File: src/rtl/core/acet_pkg.sv
// Shared types and constants for the advertising channel event timer.
// No dependencies; used by the channel interfaces, the core and its checker.
`timescale 1ns / 1ps
`default_nettype none

package acet_pkg;

    localparam int CH_W     = 6;
    localparam int TIME_W   = 32;
    localparam int DELAY_W  = 14;
    localparam int MASK_W   = 3;
    localparam int IVL_W    = 24;
    localparam int GAP_W    = 16;
    localparam int STEP_W   = 25;   // interval plus reduced delay, never above 2^25
    localparam int CFG_W    = 24;
    localparam int CFG_IX_W = 2;

    localparam logic [CFG_IX_W-1:0] REG_CHANNEL_MASK   = 2'd0;
    localparam logic [CFG_IX_W-1:0] REG_EVENT_INTERVAL = 2'd1;
    localparam logic [CFG_IX_W-1:0] REG_PDU_GAP        = 2'd2;

    localparam logic [MASK_W-1:0] MASK_RESET     = 3'd7;
    localparam logic [IVL_W-1:0]  INTERVAL_RESET = 24'd1280000;
    localparam logic [GAP_W-1:0]  GAP_RESET      = 16'd10000;

    localparam logic MODE_START   = 1'b0;
    localparam logic MODE_TX_DONE = 1'b1;

    typedef struct packed {
        logic [CH_W-1:0]   channel;
        logic [TIME_W-1:0] pdu_start_time;
        logic              new_event;
        logic              late;
    } result_t;

endpackage

`default_nettype wire

File: src/rtl/core/acet_if.sv
// Valid/ready channel interfaces for the advertising channel event timer.
// Depends on acet_pkg for field widths.
`timescale 1ns / 1ps
`default_nettype none

interface acet_in_if;
    logic                            valid;
    logic                            ready;
    logic                            mode;
    logic [acet_pkg::TIME_W-1:0]     now_time;
    logic [acet_pkg::DELAY_W-1:0]    random_delay;

    modport source (output valid, output mode, output now_time, output random_delay,
                    input ready);
    modport sink   (input valid, input mode, input now_time, input random_delay,
                    output ready);
endinterface

interface acet_out_if;
    logic                            valid;
    logic                            ready;
    logic [acet_pkg::CH_W-1:0]       channel;
    logic [acet_pkg::TIME_W-1:0]     pdu_start_time;
    logic                            new_event;
    logic                            late;

    modport source (output valid, output channel, output pdu_start_time,
                    output new_event, output late, input ready);
    modport sink   (input valid, input channel, input pdu_start_time,
                    input new_event, input late, output ready);
endinterface

`default_nettype wire

File: src/rtl/core/adv_channel_event_timer_unit.sv
// Advertising channel event timer: channel and PDU time sequencer.
// Depends on acet_pkg and the channel interfaces in acet_if.sv.
`timescale 1ns / 1ps
`default_nettype none

// Channel  | Dir | Payload                                      | Handshake
// in_ch    | in  | mode, now_time, random_delay                 | valid/ready
// out_ch   | out | channel, pdu_start_time, new_event, late     | valid/ready
// cfg      | in  | cfg_we, cfg_index, cfg_data                  | write enable only
//
// One 33-bit adder serves every add, compare and remainder step under the sequencer.
// A start runs S_STEP and S_CALC, a tx-done also S_CHK; the result is registered on
// leaving S_DONE, as in_ch.ready rises. S_DMOD and S_DSUB run first when random_delay
// >= MAX_RANDOM_DELAY (constant reciprocal multiply, then subtract); a late tx-done runs
// catch-up (32-step remainder and 4 adds). in_ch.ready is high only while idle; a result
// held by out_ch stalls the next result but not the next accept. Reset is immediate.

module adv_channel_event_timer_unit #(
    parameter int FIRST_ADV_CHANNEL = 37,
    parameter int MAX_RANDOM_DELAY  = 10000
) (
    input  wire                                 clk,
    input  wire                                 rst_n,
    acet_in_if.sink                             in_ch,
    acet_out_if.source                          out_ch,
    input  wire                                 cfg_we,
    input  wire  [acet_pkg::CFG_IX_W-1:0]       cfg_index,
    input  wire  [acet_pkg::CFG_W-1:0]          cfg_data
);

    localparam int CH_W    = acet_pkg::CH_W;
    localparam int TIME_W  = acet_pkg::TIME_W;
    localparam int DELAY_W = acet_pkg::DELAY_W;
    localparam int STEP_W  = acet_pkg::STEP_W;
    localparam int CNT_W   = 6;
    localparam int RCP_W   = DELAY_W + 1;
    localparam int DPROD_W = DELAY_W + RCP_W;
    localparam int DLY_SH  = DELAY_W + $clog2(MAX_RANDOM_DELAY);

    localparam logic [CH_W-1:0] CH0 = CH_W'(FIRST_ADV_CHANNEL);
    localparam logic [CH_W-1:0] CH1 = CH_W'(FIRST_ADV_CHANNEL + 1);
    localparam logic [CH_W-1:0] CH2 = CH_W'(FIRST_ADV_CHANNEL + 2);
    localparam logic [TIME_W-1:0] DELAY_LIM = TIME_W'(MAX_RANDOM_DELAY);
    // exact quotient for any 14-bit delay: ceil(2^DLY_SH / MAX_RANDOM_DELAY)
    localparam logic [RCP_W-1:0] RCP = RCP_W'(((64'd1 << DLY_SH)
        + 64'(MAX_RANDOM_DELAY) - 64'd1) / 64'(MAX_RANDOM_DELAY));

    typedef enum logic [3:0] {
        S_IDLE, S_DMOD, S_DSUB, S_STEP, S_CALC, S_CHK, S_NEG, S_BDIV, S_PAD, S_TOT, S_ADV,
        S_DONE
    } state_t;

    // configuration
    logic [acet_pkg::MASK_W-1:0] mask_reg;
    logic [acet_pkg::IVL_W-1:0]  interval_reg;
    logic [acet_pkg::GAP_W-1:0]  gap_reg;

    // sequencer, architectural state and result
    state_t              state_reg, state_next;
    logic [CH_W-1:0]     cur_ch_reg, cur_ch_next;
    logic [TIME_W-1:0]   est_reg, est_next;
    logic [TIME_W-1:0]   npt_reg, npt_next;
    logic                out_valid_reg, out_valid_next;
    acet_pkg::result_t   res_reg, res_next;

    // working registers
    logic                mode_reg, mode_next;
    logic [TIME_W-1:0]   now_reg, now_next;
    logic [DELAY_W-1:0]  delay_reg, delay_next;
    logic [DELAY_W-1:0]  dq_reg, dq_next;
    logic [STEP_W-1:0]   step_reg, step_next;
    logic                ne_reg, ne_next;
    logic                late_reg, late_next;
    logic [TIME_W-1:0]   behind_reg, behind_next;
    logic [TIME_W-1:0]   tmp_reg, tmp_next;
    logic [STEP_W-1:0]   rem_reg, rem_next;
    logic [TIME_W-1:0]   dvd_reg, dvd_next;
    logic [STEP_W-1:0]   div_reg, div_next;
    logic [CNT_W-1:0]    cnt_reg, cnt_next;

    // shared adder
    logic [TIME_W-1:0]   add_a, add_b;
    logic                add_cin;
    logic [TIME_W:0]     sum;

    logic [CH_W-1:0]     first_ch, last_ch, step_ch, step_off;
    logic                step_en;
    logic [STEP_W:0]     trial;
    logic [DPROD_W-1:0]  dprod;
    logic [TIME_W-1:0]   dq_prod;

    always_comb
    begin
        first_ch = mask_reg[0] ? CH0 : (mask_reg[1] ? CH1 : CH2);
        last_ch  = mask_reg[2] ? CH2 : (mask_reg[1] ? CH1 : CH0);
        step_ch  = cur_ch_reg + 6'd1;
        step_off = step_ch - CH0;
        step_en  = (step_off <= 6'd2) && mask_reg[step_off[1:0]];
        trial    = {rem_reg, dvd_reg[TIME_W-1]};
        dprod    = DPROD_W'(delay_reg) * DPROD_W'(RCP);
        dq_prod  = TIME_W'(dq_reg) * DELAY_LIM;
    end

    always_comb
    begin
        add_a   = '0;
        add_b   = '0;
        add_cin = 1'b0;
        unique case (state_reg)
            S_DSUB:
            begin
                add_a   = TIME_W'(delay_reg);
                add_b   = ~dq_prod;
                add_cin = 1'b1;
            end
            S_BDIV:
            begin
                add_a   = TIME_W'(trial);
                add_b   = ~TIME_W'(div_reg);
                add_cin = 1'b1;
            end
            S_STEP:
            begin
                add_a = TIME_W'(interval_reg);
                add_b = TIME_W'(delay_reg);
            end
            S_CALC:
            begin
                if (cur_ch_reg == last_ch)
                begin
                    add_a = est_reg;
                    add_b = TIME_W'(step_reg);
                end
                else
                begin
                    add_a = npt_reg;
                    add_b = TIME_W'(gap_reg);
                end
            end
            S_CHK:
            begin
                add_a   = npt_reg;
                add_b   = ~now_reg;
                add_cin = 1'b1;
            end
            S_NEG:
            begin
                add_a   = now_reg;
                add_b   = ~npt_reg;
                add_cin = 1'b1;
            end
            S_PAD:
            begin
                add_a   = TIME_W'(step_reg);
                add_b   = ~TIME_W'(rem_reg);
                add_cin = 1'b1;
            end
            S_TOT:
            begin
                add_a = behind_reg;
                add_b = tmp_reg;
            end
            S_ADV:
            begin
                add_a = est_reg;
                add_b = tmp_reg;
            end
            default:
            begin
                add_a   = '0;
                add_b   = '0;
                add_cin = 1'b0;
            end
        endcase
        sum = {1'b0, add_a} + {1'b0, add_b} + {{TIME_W{1'b0}}, add_cin};
    end

    always_comb
    begin
        state_next     = state_reg;
        cur_ch_next    = cur_ch_reg;
        est_next       = est_reg;
        npt_next       = npt_reg;
        out_valid_next = out_valid_reg;
        res_next       = res_reg;
        mode_next      = mode_reg;
        now_next       = now_reg;
        delay_next     = delay_reg;
        dq_next        = dq_reg;
        step_next      = step_reg;
        ne_next        = ne_reg;
        late_next      = late_reg;
        behind_next    = behind_reg;
        tmp_next       = tmp_reg;
        rem_next       = rem_reg;
        dvd_next       = dvd_reg;
        div_next       = div_reg;
        cnt_next       = cnt_reg;

        if (out_valid_reg && out_ch.ready)
        begin
            out_valid_next = 1'b0;
        end

        unique case (state_reg)
            S_IDLE:
            begin
                if (in_ch.valid)
                begin
                    mode_next  = in_ch.mode;
                    now_next   = in_ch.now_time;
                    delay_next = in_ch.random_delay;
                    ne_next    = 1'b0;
                    late_next  = 1'b0;
                    if (TIME_W'(in_ch.random_delay) >= DELAY_LIM)
                    begin
                        state_next = S_DMOD;
                    end
                    else
                    begin
                        state_next = S_STEP;
                    end
                end
            end
            S_DMOD:
            begin
                dq_next    = DELAY_W'(dprod >> DLY_SH);
                state_next = S_DSUB;
            end
            S_DSUB:
            begin
                delay_next = sum[DELAY_W-1:0];
                state_next = S_STEP;
            end
            S_BDIV:
            begin
                // restoring remainder, one dividend bit per cycle
                rem_next = sum[TIME_W] ? sum[STEP_W-1:0] : trial[STEP_W-1:0];
                dvd_next = {dvd_reg[TIME_W-2:0], 1'b0};
                cnt_next = cnt_reg - 6'd1;
                if (cnt_reg == 6'd1)
                begin
                    state_next = S_PAD;
                end
            end
            S_STEP:
            begin
                step_next  = sum[STEP_W-1:0];
                state_next = S_CALC;
            end
            S_CALC:
            begin
                if (mode_reg == acet_pkg::MODE_START)
                begin
                    cur_ch_next = first_ch;
                    est_next    = now_reg;
                    npt_next    = now_reg;
                    ne_next     = 1'b1;
                    state_next  = S_DONE;
                end
                else
                begin
                    if (cur_ch_reg == last_ch)
                    begin
                        cur_ch_next = first_ch;
                        est_next    = sum[TIME_W-1:0];
                        npt_next    = sum[TIME_W-1:0];
                        ne_next     = 1'b1;
                    end
                    else
                    begin
                        // a disabled or out-of-range channel is skipped once
                        cur_ch_next = step_en ? step_ch : step_ch + 6'd1;
                        npt_next    = sum[TIME_W-1:0];
                    end
                    state_next = S_CHK;
                end
            end
            S_CHK:
            begin
                state_next = S_DONE;
                if (sum[TIME_W-1])
                begin
                    late_next   = 1'b1;
                    ne_next     = 1'b1;
                    cur_ch_next = first_ch;
                    if (step_reg != '0)
                    begin
                        state_next = S_NEG;
                    end
                end
            end
            S_NEG:
            begin
                behind_next = sum[TIME_W-1:0];
                dvd_next    = sum[TIME_W-1:0];
                rem_next    = '0;
                div_next    = step_reg;
                cnt_next    = CNT_W'(TIME_W);
                state_next  = S_BDIV;
            end
            S_PAD:
            begin
                // rounds behind up to a whole number of steps
                tmp_next   = (rem_reg == '0) ? '0 : sum[TIME_W-1:0];
                state_next = S_TOT;
            end
            S_TOT:
            begin
                tmp_next   = sum[TIME_W-1:0];
                state_next = S_ADV;
            end
            S_ADV:
            begin
                est_next   = sum[TIME_W-1:0];
                npt_next   = sum[TIME_W-1:0];
                state_next = S_DONE;
            end
            S_DONE:
            begin
                if (!out_valid_reg || out_ch.ready)
                begin
                    res_next.channel        = cur_ch_reg;
                    res_next.pdu_start_time = npt_reg;
                    res_next.new_event      = ne_reg;
                    res_next.late           = late_reg;
                    out_valid_next          = 1'b1;
                    state_next              = S_IDLE;
                end
            end
            default:
            begin
                state_next = S_IDLE;
            end
        endcase
    end

    always_ff @(posedge clk or negedge rst_n)
    begin
        if (!rst_n)
        begin
            state_reg     <= S_IDLE;
            cur_ch_reg    <= CH0;
            est_reg       <= '0;
            npt_reg       <= '0;
            out_valid_reg <= 1'b0;
            res_reg       <= '0;
        end
        else
        begin
            state_reg     <= state_next;
            cur_ch_reg    <= cur_ch_next;
            est_reg       <= est_next;
            npt_reg       <= npt_next;
            out_valid_reg <= out_valid_next;
            res_reg       <= res_next;
        end
    end

    always_ff @(posedge clk or negedge rst_n)
    begin
        if (!rst_n)
        begin
            mask_reg     <= acet_pkg::MASK_RESET;
            interval_reg <= acet_pkg::INTERVAL_RESET;
            gap_reg      <= acet_pkg::GAP_RESET;
        end
        else if (cfg_we)
        begin
            case (cfg_index)
                acet_pkg::REG_CHANNEL_MASK:   mask_reg     <= cfg_data[acet_pkg::MASK_W-1:0];
                acet_pkg::REG_EVENT_INTERVAL: interval_reg <= cfg_data[acet_pkg::IVL_W-1:0];
                acet_pkg::REG_PDU_GAP:        gap_reg      <= cfg_data[acet_pkg::GAP_W-1:0];
                default:                      ;
            endcase
        end
    end

    always_ff @(posedge clk)
    begin
        mode_reg   <= mode_next;
        now_reg    <= now_next;
        delay_reg  <= delay_next;
        dq_reg     <= dq_next;
        step_reg   <= step_next;
        ne_reg     <= ne_next;
        late_reg   <= late_next;
        behind_reg <= behind_next;
        tmp_reg    <= tmp_next;
        rem_reg    <= rem_next;
        dvd_reg    <= dvd_next;
        div_reg    <= div_next;
        cnt_reg    <= cnt_next;
    end

    assign in_ch.ready           = (state_reg == S_IDLE);
    assign out_ch.valid          = out_valid_reg;
    assign out_ch.channel        = res_reg.channel;
    assign out_ch.pdu_start_time = res_reg.pdu_start_time;
    assign out_ch.new_event      = res_reg.new_event;
    assign out_ch.late           = res_reg.late;

endmodule

`default_nettype wire

File: src/flat_wrapper.sv
// flat-port wrapper written by rule: the top's interface ports become plain ports
module adv_channel_event_timer_unit_flat 
#(
    parameter int FIRST_ADV_CHANNEL = 37,
    parameter int MAX_RANDOM_DELAY  = 10000
)
  (clk, rst_n, cfg_we, cfg_index, cfg_data, in_ch_valid, in_ch_mode, in_ch_now_time, in_ch_random_delay, in_ch_ready, out_ch_valid, out_ch_channel, out_ch_pdu_start_time, out_ch_new_event, out_ch_late, out_ch_ready);
  acet_in_if in_ch_i ();
  acet_out_if out_ch_i ();
  input  wire clk;
  input  wire rst_n;
  input  wire cfg_we;
  input  wire  [acet_pkg::CFG_IX_W-1:0] cfg_index;
  input  wire  [acet_pkg::CFG_W-1:0] cfg_data;
  input wire logic [$bits(in_ch_i.valid)-1:0] in_ch_valid;
  input wire logic [$bits(in_ch_i.mode)-1:0] in_ch_mode;
  input wire logic [$bits(in_ch_i.now_time)-1:0] in_ch_now_time;
  input wire logic [$bits(in_ch_i.random_delay)-1:0] in_ch_random_delay;
  output wire logic [$bits(in_ch_i.ready)-1:0] in_ch_ready;
  output wire logic [$bits(out_ch_i.valid)-1:0] out_ch_valid;
  output wire logic [$bits(out_ch_i.channel)-1:0] out_ch_channel;
  output wire logic [$bits(out_ch_i.pdu_start_time)-1:0] out_ch_pdu_start_time;
  output wire logic [$bits(out_ch_i.new_event)-1:0] out_ch_new_event;
  output wire logic [$bits(out_ch_i.late)-1:0] out_ch_late;
  input wire logic [$bits(out_ch_i.ready)-1:0] out_ch_ready;
  assign in_ch_i.valid = in_ch_valid;
  assign in_ch_i.mode = in_ch_mode;
  assign in_ch_i.now_time = in_ch_now_time;
  assign in_ch_i.random_delay = in_ch_random_delay;
  assign in_ch_ready = in_ch_i.ready;
  assign out_ch_valid = out_ch_i.valid;
  assign out_ch_channel = out_ch_i.channel;
  assign out_ch_pdu_start_time = out_ch_i.pdu_start_time;
  assign out_ch_new_event = out_ch_i.new_event;
  assign out_ch_late = out_ch_i.late;
  assign out_ch_i.ready = out_ch_ready;
  adv_channel_event_timer_unit #(.FIRST_ADV_CHANNEL(FIRST_ADV_CHANNEL), .MAX_RANDOM_DELAY(MAX_RANDOM_DELAY)) u_core (.clk(clk), .rst_n(rst_n), .in_ch(in_ch_i), .out_ch(out_ch_i), .cfg_we(cfg_we), .cfg_index(cfg_index), .cfg_data(cfg_data));
endmodule
File: config.mk
export PLATFORM = sky130hd
export DESIGN_NAME = adv_channel_event_timer_unit_flat
export DESIGN_NICKNAME = d
export VERILOG_FILES = /design/src/rtl/core/acet_pkg.sv /design/src/rtl/core/acet_if.sv /design/src/rtl/core/adv_channel_event_timer_unit.sv /design/src/flat_wrapper.sv
export SDC_FILE = /design/constraint.sdc
export NUM_CORES = 1
export LEC_CHECK = 0
export BUFFER_PORTS_ARGS = -buffer_cell sky130_fd_sc_hd__buf_2
export CORE_ASPECT_RATIO = 1.75
export CORE_MARGIN = 10
export CORE_UTILIZATION = 51
export CTS_CLUSTER_SIZE = 25
export DETAILED_ROUTE_END_ITERATION = 10
export PLACE_DENSITY = 0.69
export SYNTH_ARGS = -nofsm -noshare
export SYNTH_HDL_FRONTEND = slang
export SYNTH_SLANG_ARGS = --single-unit
File: constraint.sdc
create_clock -name clk -period 7.9 [get_ports clk]
set_input_delay 1.185 -clock clk [delete_from_list [all_inputs] [get_ports clk]]
set_output_delay 1.185 -clock clk [all_outputs]
set_load 0.01 [all_outputs]
== After elaboration in Yosys (flattened, before gate mapping) ==
Cells that the tools add are included.
Word-level totals
  register bits after elaboration: 385
  latch bits: 0
  memory bits (writable): 0
  ROM bits: 0
  memories: 0
Cells by class
  $add $sub $neg: 6
  multiply operators: 2
  div/mod/pow operators: 0
  order comparisons: 3
  equal/unequal tests: 20
  shifts and indexed selects: 0
  muxes and demuxes: 46
  bitwise operators: 5
  reductions and logical operators: 28
Operators with widths (number)
  $pmux 32 s9: 1
  $pmux 32 s2: 4
  $pmux 32 s8: 1
  $mux 32: 5
  $not 25->32: 2
  $not 32->32: 2
  $mux 25: 2
  $pmux 25 s2: 1
  $pmux 4 s12: 1
  $mux 6: 6
  $add 32x32->33: 1
  $add 33x1->33: 1
  $not 28->32: 1
  $pmux 14 s2: 1
  $mul 14x13->27 const B: 1
  $logic_not 25->1: 1
  $reduce_bool 25->1: 1
  $mux 4: 6
  $pmux 6 s2: 2
  $eq 4x3->1 const B: 4
  $eq 4x4->1 const B: 4
  $reduce_and 2->1: 8
  $ge 14x14->1 const B: 1
  $mux 14: 1
  other kinds (31): 52

== Longest topological paths before layout ==
Gate-level depths: netlist of run 1.
  depth in word-level cells: 10
  mapped depth: 24

== Least setup slack after synthesis of run 1 ==
OpenSTA, ideal clock, no wires.
  path type: register to register
  from: register u_core.state_reg[1]
  to: register u_core.rem_reg[23], data pin
  library setup time: 0.294 ns
  data arrival time: 5.119 ns
  data required time: 7.606 ns
  setup slack: 2.487 ns
  cell stages (with the launch flop): 21
  path buffers: 5
  period minus slack after synthesis: 5.413 ns
  cells stage by stage: dfrtp_1 clkbuf_1 clkbuf_1 buf_1 nor2_1 o21ai_0 o21ai_0 fa_1 inv_1 fa_1 nand2b_1 a21oi_1 o22ai_1 o21ai_0 a21oi_2 a41o_1 a21oi_1 buf_4 buf_2 mux2i_1 nor2_1
Between the ends
  word-level cells in the longest chain between the ends: 7
  elaborated cells between the ends (all ways): 18
  classes of those cells: add/sub: 2; eq/ne: 9; mux: 5; reduce/logical: 2
Ends and longest elaborated chain
  start: declaration: RTL line adv_channel_event_timer_unit.sv:59  | state_t state_reg, state_next;
  start signal: assignment: RTL line adv_channel_event_timer_unit.sv:351  | state_reg <= state_next;
  $eq 4x4->1: RTL line adv_channel_event_timer_unit.sv:109  | unique case (state_reg)
  $reduce_or 2->1 (no source line)
  $pmux 32 s8: RTL line adv_channel_event_timer_unit.sv:109
  $add 32x32->33: RTL line adv_channel_event_timer_unit.sv:175  | sum = {1'b0, add_a} + {1'b0, add_b} + {{TIME_W{1'b0}}, add_cin};
  $add 33x1->33: RTL line adv_channel_event_timer_unit.sv:175
  $mux 25: RTL line adv_channel_event_timer_unit.sv:238  | rem_next = sum[TIME_W] ? sum[STEP_W-1:0] : trial[STEP_W-1:0];
  $pmux 25 s2 (*): RTL line adv_channel_event_timer_unit.sv:205  | unique case (state_reg)
  end signal: assignment: RTL line adv_channel_event_timer_unit.sv:390  | rem_reg <= rem_next;
  end: declaration: RTL line adv_channel_event_timer_unit.sv:76  | logic [STEP_W-1:0] rem_reg, rem_next;
Mark *: on every way between the ends. The rest lies on a longest branch, timed or not.
A chain may end at the register's enable or synchronous reset.

== Worst setup path after layout of run 1 ==
  from: register u_core.cur_ch_reg[0]
  to: register u_core.npt_reg[22]
Between the ends
  word-level cells in the longest chain between the ends: 7
  elaborated cells between the ends (all ways): 9
  classes of those cells: add/sub: 2; eq/ne: 1; mux: 6
Ends and longest elaborated chain
  start: declaration: RTL line adv_channel_event_timer_unit.sv:60  | logic [CH_W-1:0] cur_ch_reg, cur_ch_next;
  start signal: assignment: RTL line adv_channel_event_timer_unit.sv:352  | cur_ch_reg <= cur_ch_next;
  $eq 6x6->1 (*): RTL line adv_channel_event_timer_unit.sv:129  | if (cur_ch_reg == last_ch)
  $mux 32 or $mux 25 (tied branches): RTL line adv_channel_event_timer_unit.sv:129
  $pmux 32 s9 or $pmux 32 s8 (tied branches): RTL line adv_channel_event_timer_unit.sv:109
  $add 32x32->33 (*): RTL line adv_channel_event_timer_unit.sv:175
  $add 33x1->33 (*): RTL line adv_channel_event_timer_unit.sv:175
  via u_core.sum[22]: RTL line adv_channel_event_timer_unit.sv:84  | logic [TIME_W:0] sum;
  $mux 32: RTL line adv_channel_event_timer_unit.sv:253  | if (mode_reg == acet_pkg::MODE_START)
  $pmux 32 s2 (*): RTL line adv_channel_event_timer_unit.sv:205
  end signal: assignment: RTL line adv_channel_event_timer_unit.sv:354  | npt_reg <= npt_next;
  end: declaration: RTL line adv_channel_event_timer_unit.sv:62  | logic [TIME_W-1:0] npt_reg, npt_next;
The timed path passes the listed nets; every way through them passes the cells marked *.

==> results.json, run 1 <==
{
  "final_antenna_net_count": 0,
  "final.setup.tns_ps": 0,
  "tritoncts": "done",
  "drv_cap": 0,
  "areaGrowthSynthToFinish_pct": 11.6,
  "wire_length_of_the_first_global_routing_pass_microns": 108000,
  "synthDistinctLibCells": 68,
  "synth-edff-count": 227,
  "final_min_period_over_clock_period_pct": 78.9,
  "setup.worst_path.start_class": "flop",
  "critical_path_class": "reg2reg",
  "timing.critical_path.fanout_max": 15,
  "synthFlopType": "sky130_fd_sc_hd__edfxtp_1",
  "initialDrtViolationCount": 2234,
  "number_of_global_route_vias_before_repair": 18200,
  "postSynth.asyncResetShare_pct": 41.0,
  "failing_checks": "DRC",
  "final-max-slew-violation-count": 0,
  "post_cts_hold_buffer_count": 0,
  "synthesis.area_sq_um": 21900,
  "cts-root-to-sink-buffers": 3,
  "multi_input_comb_area_sq_um": 10200,
  "syn-instance-count": 2032,
  "ys_warn_count": 0,
  "antenna_cells": 0,
  "port_buffers": 119,
  "sequential_element_share_of_the_synthesized_area_pct": 49.2,
  "dr_total_vias": 17300,
  "clock_tree.root_cell": "sky130_fd_sc_hd__clkbuf_16",
  "worst_skew_pair.late_latency_ps": 550,
  "cts.sink_count": 385,
  "worst_clock_skew_ps": 23.5,
  "antenna_found_initial": 0,
  "outcome": "finished, violations left",
  "placed_cells": 2650,
  "share_of_layout_cells_above_drive_strength_1_pct": 16.1,
  "placeableCoreArea_sq_um": 42500,
  "maximum_clock_frequency_mhz": 161,
  "relSlewSlack_pct": 24.9,
  "synth_largest_area_cell": "sky130_fd_sc_hd__edfxtp_1",
  "global_route.overflow_total": 0,
  "die_h_microns": 294,
  "dpl_worst_slack_ps": 1930,
  "die-width_microns": 177,
  "worst-slew-pin-transition_ps": 1130,
  "synth.net_count": 2293,
  "grt_use_total_pct": 27.3,
  "critPathRequiredTime_ps": 8370,
  "synth.ff_latch_count": 385,
  "grt_max_degree": 57,
  "timing.final.ws_setup_ps": 1670,
  "die_area_sq_um": 52000,
  "setup_violations": 0,
  "numCtsBuffers": 36,
  "wl_per_cell_microns": 26.3,
  "boundaryPins": 120,
  "cp_data_arrival_time_ps": 6700,
  "critical_path.endpoint_type": "flop",
  "placementRows": 100,
  "final_nets": 2388,
  "initial_core_utilization_pct": 51.5,
  "fin_crit_ps": 6230,
  "synthesis.area_per_instance_sq_um": 10.8,
  "setup_repair_after_global_routing_missed_its_margin": "false",
  "post_cts_resized": 0,
  "post_cts.repair.setup_buffers": 0,
  "final-seq-area_sq_um": 10800,
  "dp.final_hpwl_microns": 50700,
  "clock_tree.htree_level_count": 2,
  "number_of_fill_cells_in_the_layout": 3663,
  "synth.area.top_cells": "sky130_fd_sc_hd__edfxtp_1 (31%), sky130_fd_sc_hd__dfrtp_1 (16%), sky130_fd_sc_hd__ha_1 (6.9%), sky130_fd_sc_hd__fa_1 (5.7%), sky130_fd_sc_hd__mux2_2 (4.4%)",
  "hold_path_class": "reg2reg",
  "place_congestion": 0.967,
  "detail_route.drc_violations": 5,
  "yosys.area.top_type_share_pct": 31.1,
  "detail_route.first_pass.iterations": 11,
  "layout.cells.non_filler": 2716,
  "via_per_inst": 6.37,
  "clk_transition_reported_paths_ps": 70,
  "final-hold-violation-count": 0,
  "totalWireLength_microns": 71400
}
cell families (layout without fill, tap and decap cells):
| logic type | count (synthesis) | count (layout) | synth area share [%] |
|---|---|---|---|
| AOI/OAI and AO/OA | 517 | 517 | 14.8 |
| and+or+nand+nor | 499 | 499 | 9.99 |
| DFF | 385 | 385 | 49.2 |
| buffers and inverters | 262 | 385 | 4.63 |
| adders and majority gates | 183 | 183 | 12.6 |
| muxes | 146 | 146 | 7.16 |
| xor gates and xnor gates | 40 | 40 | 1.60 |
critical path: stages (launching register included):
cell                       delay [ps]
sky130_fd_sc_hd__dfstp_2          690
sky130_fd_sc_hd__inv_1            140
sky130_fd_sc_hd__nor4_1           280
sky130_fd_sc_hd__a21oi_1          110
sky130_fd_sc_hd__nor4b_4          410
sky130_fd_sc_hd__and2_1           220
sky130_fd_sc_hd__a21o_1           550
sky130_fd_sc_hd__a22oi_1          210
sky130_fd_sc_hd__nand4_1          170
sky130_fd_sc_hd__fa_1             230
sky130_fd_sc_hd__inv_1             70
sky130_fd_sc_hd__fa_1             400
sky130_fd_sc_hd__nand2b_1         190
sky130_fd_sc_hd__a21oi_1          340
sky130_fd_sc_hd__o22ai_1          220
sky130_fd_sc_hd__o21a_1           240
sky130_fd_sc_hd__o21ai_1          550
sky130_fd_sc_hd__a31oi_1          200
sky130_fd_sc_hd__xnor2_1          530
sky130_fd_sc_hd__mux2i_1          200
sky130_fd_sc_hd__o21ai_0          200
cells in the final DEF, fill, tap and decap left out, types with 21 or more instances in the layout:
cell type	netlist	routed
sky130_fd_sc_hd__nand4_1	22	22
sky130_fd_sc_hd__nand3_1	28	28
sky130_fd_sc_hd__nor3_1	24	21
sky130_fd_sc_hd__fa_1	62	62
sky130_fd_sc_hd__clkbuf_16	0	39
sky130_fd_sc_hd__a21oi_1	100	96
sky130_fd_sc_hd__o21ai_0	188	188
sky130_fd_sc_hd__dfrtp_1	142	142
sky130_fd_sc_hd__buf_4	2	39
sky130_fd_sc_hd__mux2_2	86	86
sky130_fd_sc_hd__edfxtp_1	227	227
sky130_fd_sc_hd__mux2i_1	60	60
sky130_fd_sc_hd__nand2_1	214	212
sky130_fd_sc_hd__nor2_1	144	140
sky130_fd_sc_hd__a22oi_1	67	67
sky130_fd_sc_hd__buf_2	13	118
sky130_fd_sc_hd__inv_1	160	158
sky130_fd_sc_hd__ha_1	121	121
cell type report:
cell class / instances / share of cell area [%]
Timing Repair Buffer: 159 / 3.74
Multi-Input combinational cell: 1385 / 41.7
Inverter: 160 / 2.46
Clock inverter: 15 / 0.690
Sequential cell: 385 / 44.1
Clock buffer: 51 / 4.46
Tap cell: 561 / 2.87
final timing paths:
check                                           from                  endpoint  slack, ps  cells after the start
worst max-delay path            u_core.cur_ch_reg[0]        u_core.npt_reg[22]       1670                     20
worst max register to register  u_core.cur_ch_reg[0]        u_core.npt_reg[22]       1670                     20
max in group asynchronous                      rst_n        u_core.est_reg[15]       6110                      2
worst min register to register     u_core.est_reg[6]         u_core.est_reg[6]        490                      2
min in group asynchronous                      rst_n  u_core.out_ch.channel[5]        580                      1
worst min-delay path               u_core.est_reg[6]         u_core.est_reg[6]        490                      2
per-stage QoR:
stage	utilization (%)	cell area [sq um]	hold WS, ps
final	57.5	24500	486
after global routing	57.5	24500	518
after CTS	57.5	24500	486
after detailed placement	54.6	23200	471
after global placement	54.6	23200	463
after floorplan	-	21900	449
synthesized netlist by cell type, drive strengths merged, types with 7 or more instances:
cell	instances
nand3	28
xnor2	20
nor2	144
and3	7
ha	121
clkbuf	79
a22oi	67
dfrtp	142
a221oi	15
a222oi	20
o221ai	11
a31oi	11
o211ai	8
mux2	86
nand2	215
nand4	22
nor3	24
o22ai	15
nor4	15
edfxtp	227
xor2	20
a21o	18
dfstp	16
buf	23
inv	160
mux2i	60
o21ai	192
nand2b	12
a211oi	16
a211o	8
fa	62
nor2b	15
a21oi	101
layer usage:
layer | GRT usage (%) | part of all wire, %
met5 | 0 | 0
met4 | 20.1 | 8.5
met3 | 3.96 | 7.6
met2 | 47.0 | 50
met1 | 29.9 | 34
Power of run 1 is not shown: default switching activity piles up to over one toggle a cycle in this logic, so the estimate is an artifact.
==> inputs of run 2 (changes only) <==
==> constraint.sdc (replaced) <==
create_clock -name clk -period 6 [get_ports clk]
set_input_delay 0.9 -clock clk [delete_from_list [all_inputs] [get_ports clk]]
set_output_delay 0.9 -clock clk [all_outputs]
set_load 0.01 [all_outputs]
==> run 2 against run 1 <==
The run now ends clean. Fmax rose by 13%. Non-clock buffer count rose by 17. First-iteration DRC count fell by 9.1%. Worst hold slack got worse by 200 ps. Final cell count rose by 0.66%. Die area did not move. Highest routed layer unchanged.
==> results.json, run 2 (synthesis results as in run 1) <==
{
  "timing.critical_path.fanout_max": 22,
  "totalWireLength_microns": 72000,
  "cp_data_arrival_time_ps": 5790,
  "worstPathBufferInverterCount": 3,
  "setup_violations": 0,
  "post_cts_hold_buffer_count": 0,
  "placeableCoreArea_sq_um": 42500,
  "detail_route.drc_violations": 0,
  "global_route.overflow_total": 0,
  "post_cts_resized": 0,
  "placementRows": 100,
  "post_cts.repair.setup_buffers": 0,
  "die-width_microns": 177,
  "cts-root-to-sink-buffers": 3,
  "wire_length_of_the_first_global_routing_pass_microns": 108000,
  "dr_total_vias": 17200,
  "worst_clock_skew_ps": 18.7,
  "die_h_microns": 294,
  "worst-slew-pin-transition_ps": 1120,
  "number_of_global_route_vias_before_repair": 18000,
  "final.setup.tns_ps": 0,
  "tritoncts": "done",
  "hold_path_class": "in2async",
  "final-hold-violation-count": 0,
  "fin_crit_ps": 5520,
  "antenna_cells": 0,
  "cts.sink_count": 385,
  "place_congestion": 0.989,
  "grt_max_degree": 93,
  "critical_path.slowest_cell": "sky130_fd_sc_hd__dfrtp_1",
  "worst_r2r_end": "u_core.dvd_reg[27]",
  "critPathRequiredTime_ps": 6270,
  "final_antenna_net_count": 0,
  "clock_tree.root_cell": "sky130_fd_sc_hd__clkbuf_16",
  "initial_core_utilization_pct": 51.5,
  "critical_path_class": "reg2reg",
  "worst_skew_pair.late_latency_ps": 550,
  "clock_tree.htree_level_count": 2,
  "maximum_clock_frequency_mhz": 181,
  "setup_repair_after_global_routing_missed_its_margin": "false",
  "final_min_period_over_clock_period_pct": 92.0,
  "rr_worst_depth": 19,
  "share_of_layout_cells_above_drive_strength_1_pct": 16.7,
  "critical_path.endpoint_type": "flop",
  "setup.worst_path.start_class": "flop",
  "finish.instance_area_sq_um": 24600,
  "via_per_inst": 6.30,
  "clk_transition_reported_paths_ps": 70,
  "grt_use_total_pct": 27.5,
  "register_to_register_setup_slack_ps": 480,
  "drv_cap": 0,
  "dp.final_hpwl_microns": 52700,
  "layout.cells.most_common_list": "sky130_fd_sc_hd__edfxtp_1 (227), sky130_fd_sc_hd__nand2_1 (212), sky130_fd_sc_hd__o21ai_0 (188), sky130_fd_sc_hd__inv_1 (158), sky130_fd_sc_hd__dfrtp_1 (142)",
  "postPlaceCellArea_sq_um": 23300,
  "antenna_found_initial": 1,
  "timing.rr.start": "u_core.state_reg[1]",
  "worst_path_dominant_cell_family": "compound AO/OA/AOI/OAI gates",
  "final_nets": 2406,
  "detail_route.first_pass.iterations": 9,
  "relSlewSlack_pct": 25.1,
  "most_common_cell_after_layout_fill_and_taps_aside": "sky130_fd_sc_hd__edfxtp_1",
  "critical_path_cell_by_cell": "nand2_1 > nor3_2 > buf_4 > buf_4 > nand2_1 > o21ai_0 > nor3_1 > o21ai_0 > ha_1 > a21oi_1 > o21ai_1 > a31oi_1 > nand3_1 > a31oi_1 > buf_4 > o31ai_1 > a21oi_1 > xor2_1 > o21ai_0",
  "port_buffers": 119,
  "initialDrtViolationCount": 2031,
  "boundaryPins": 120,
  "numCtsBuffers": 37,
  "areaGrowthSynthToFinish_pct": 12.0,
  "die_area_sq_um": 52000,
  "outcome": "finished, final reports clean",
  "cpPeakStageDelay_ps": 730,
  "worst_hold_slack_ps": 285,
  "final-max-slew-violation-count": 0,
  "wl_per_cell_microns": 26.3
}
[run 2: changes by cell type in the layout (fill, tap and decap cells not counted)]
cell and change:
sky130_fd_sc_hd__clkinv_2 +3, sky130_fd_sc_hd__clkbuf_1 +3, sky130_fd_sc_hd__clkinv_1 -1, sky130_fd_sc_hd__clkinvlp_4 -2, sky130_fd_sc_hd__buf_12 +1, sky130_fd_sc_hd__nor2_2 +1, sky130_fd_sc_hd__inv_4 +3, sky130_fd_sc_hd__buf_4 +16
sky130_fd_sc_hd__nor2_4 -1, sky130_fd_sc_hd__clkbuf_8 -5
[run 2: worst register-to-register path: stages (launching register included)]
cell and delay [ps]:
sky130_fd_sc_hd__dfrtp_1 730, sky130_fd_sc_hd__nand2_1 320, sky130_fd_sc_hd__nor3_2 470, sky130_fd_sc_hd__buf_4 360, sky130_fd_sc_hd__buf_4 360, sky130_fd_sc_hd__nand2_1 180, sky130_fd_sc_hd__o21ai_0 140, sky130_fd_sc_hd__nor3_1 70
sky130_fd_sc_hd__o21ai_0 150, sky130_fd_sc_hd__ha_1 370, sky130_fd_sc_hd__a21oi_1 160, sky130_fd_sc_hd__o21ai_1 110, sky130_fd_sc_hd__a31oi_1 340, sky130_fd_sc_hd__nand3_1 150, sky130_fd_sc_hd__a31oi_1 200, sky130_fd_sc_hd__buf_4 170
sky130_fd_sc_hd__o31ai_1 100, sky130_fd_sc_hd__a21oi_1 270, sky130_fd_sc_hd__xor2_1 430, sky130_fd_sc_hd__o21ai_0 170
[run 2: worst max path at each step]
stage                             start  cells past startpoint  slack [ps]              endpoint
detailed placement  u_core.state_reg[1]                     19         650  u_core.cur_ch_reg[0]
floorplan           u_core.state_reg[1]                     20         590    u_core.rem_reg[23]
finish              u_core.state_reg[1]                     19         480    u_core.dvd_reg[27]
global route        u_core.state_reg[1]                     19         240     u_core.rem_reg[9]
CTS                 u_core.state_reg[1]                     19         610  u_core.cur_ch_reg[0]
global placement    u_core.state_reg[1]                     19         610  u_core.cur_ch_reg[0]
[run 2: per-layer routing]
| metal | track usage (%) | routed length [microns] | part of all wire [%] | vias up |
|---|---|---|---|---|
| met1 | 29.9 | 24800 | 34 | 8453 |
| met2 | 48.8 | 36900 | 51 | 896 |
| met4 | 18.7 | 5600 | 7.8 | 0 |
| met5 | 0 | 0 | 0 | - |
| met3 | 3.27 | 4670 | 6.5 | 278 |
| li1 | - | - | - | 7593 |
[run 2: through the flow]
stage	std cells	utilization [%]	worst slack [ps]
3_5_place_dp	2667	54.9	653
5_1_grt	2734	57.8	235
3_3_place_gp	2667	54.9	611
2_1_floorplan	2032	-	587
4_1_cts	2734	57.8	607
6_report	2734	57.8	480
[run 2: area by class of cell]
class | instances | area (sq um)
Fill cell | 3686 | 18000
Sequential cell | 385 | 10800
Multi-Input combinational cell | 1385 | 10200
Timing Repair Buffer | 176 | 1050
Clock buffer | 49 | 1030
Tap cell | 561 | 702
Inverter | 160 | 603
Clock inverter | 18 | 184
Power of run 2 is left out for the same reason.
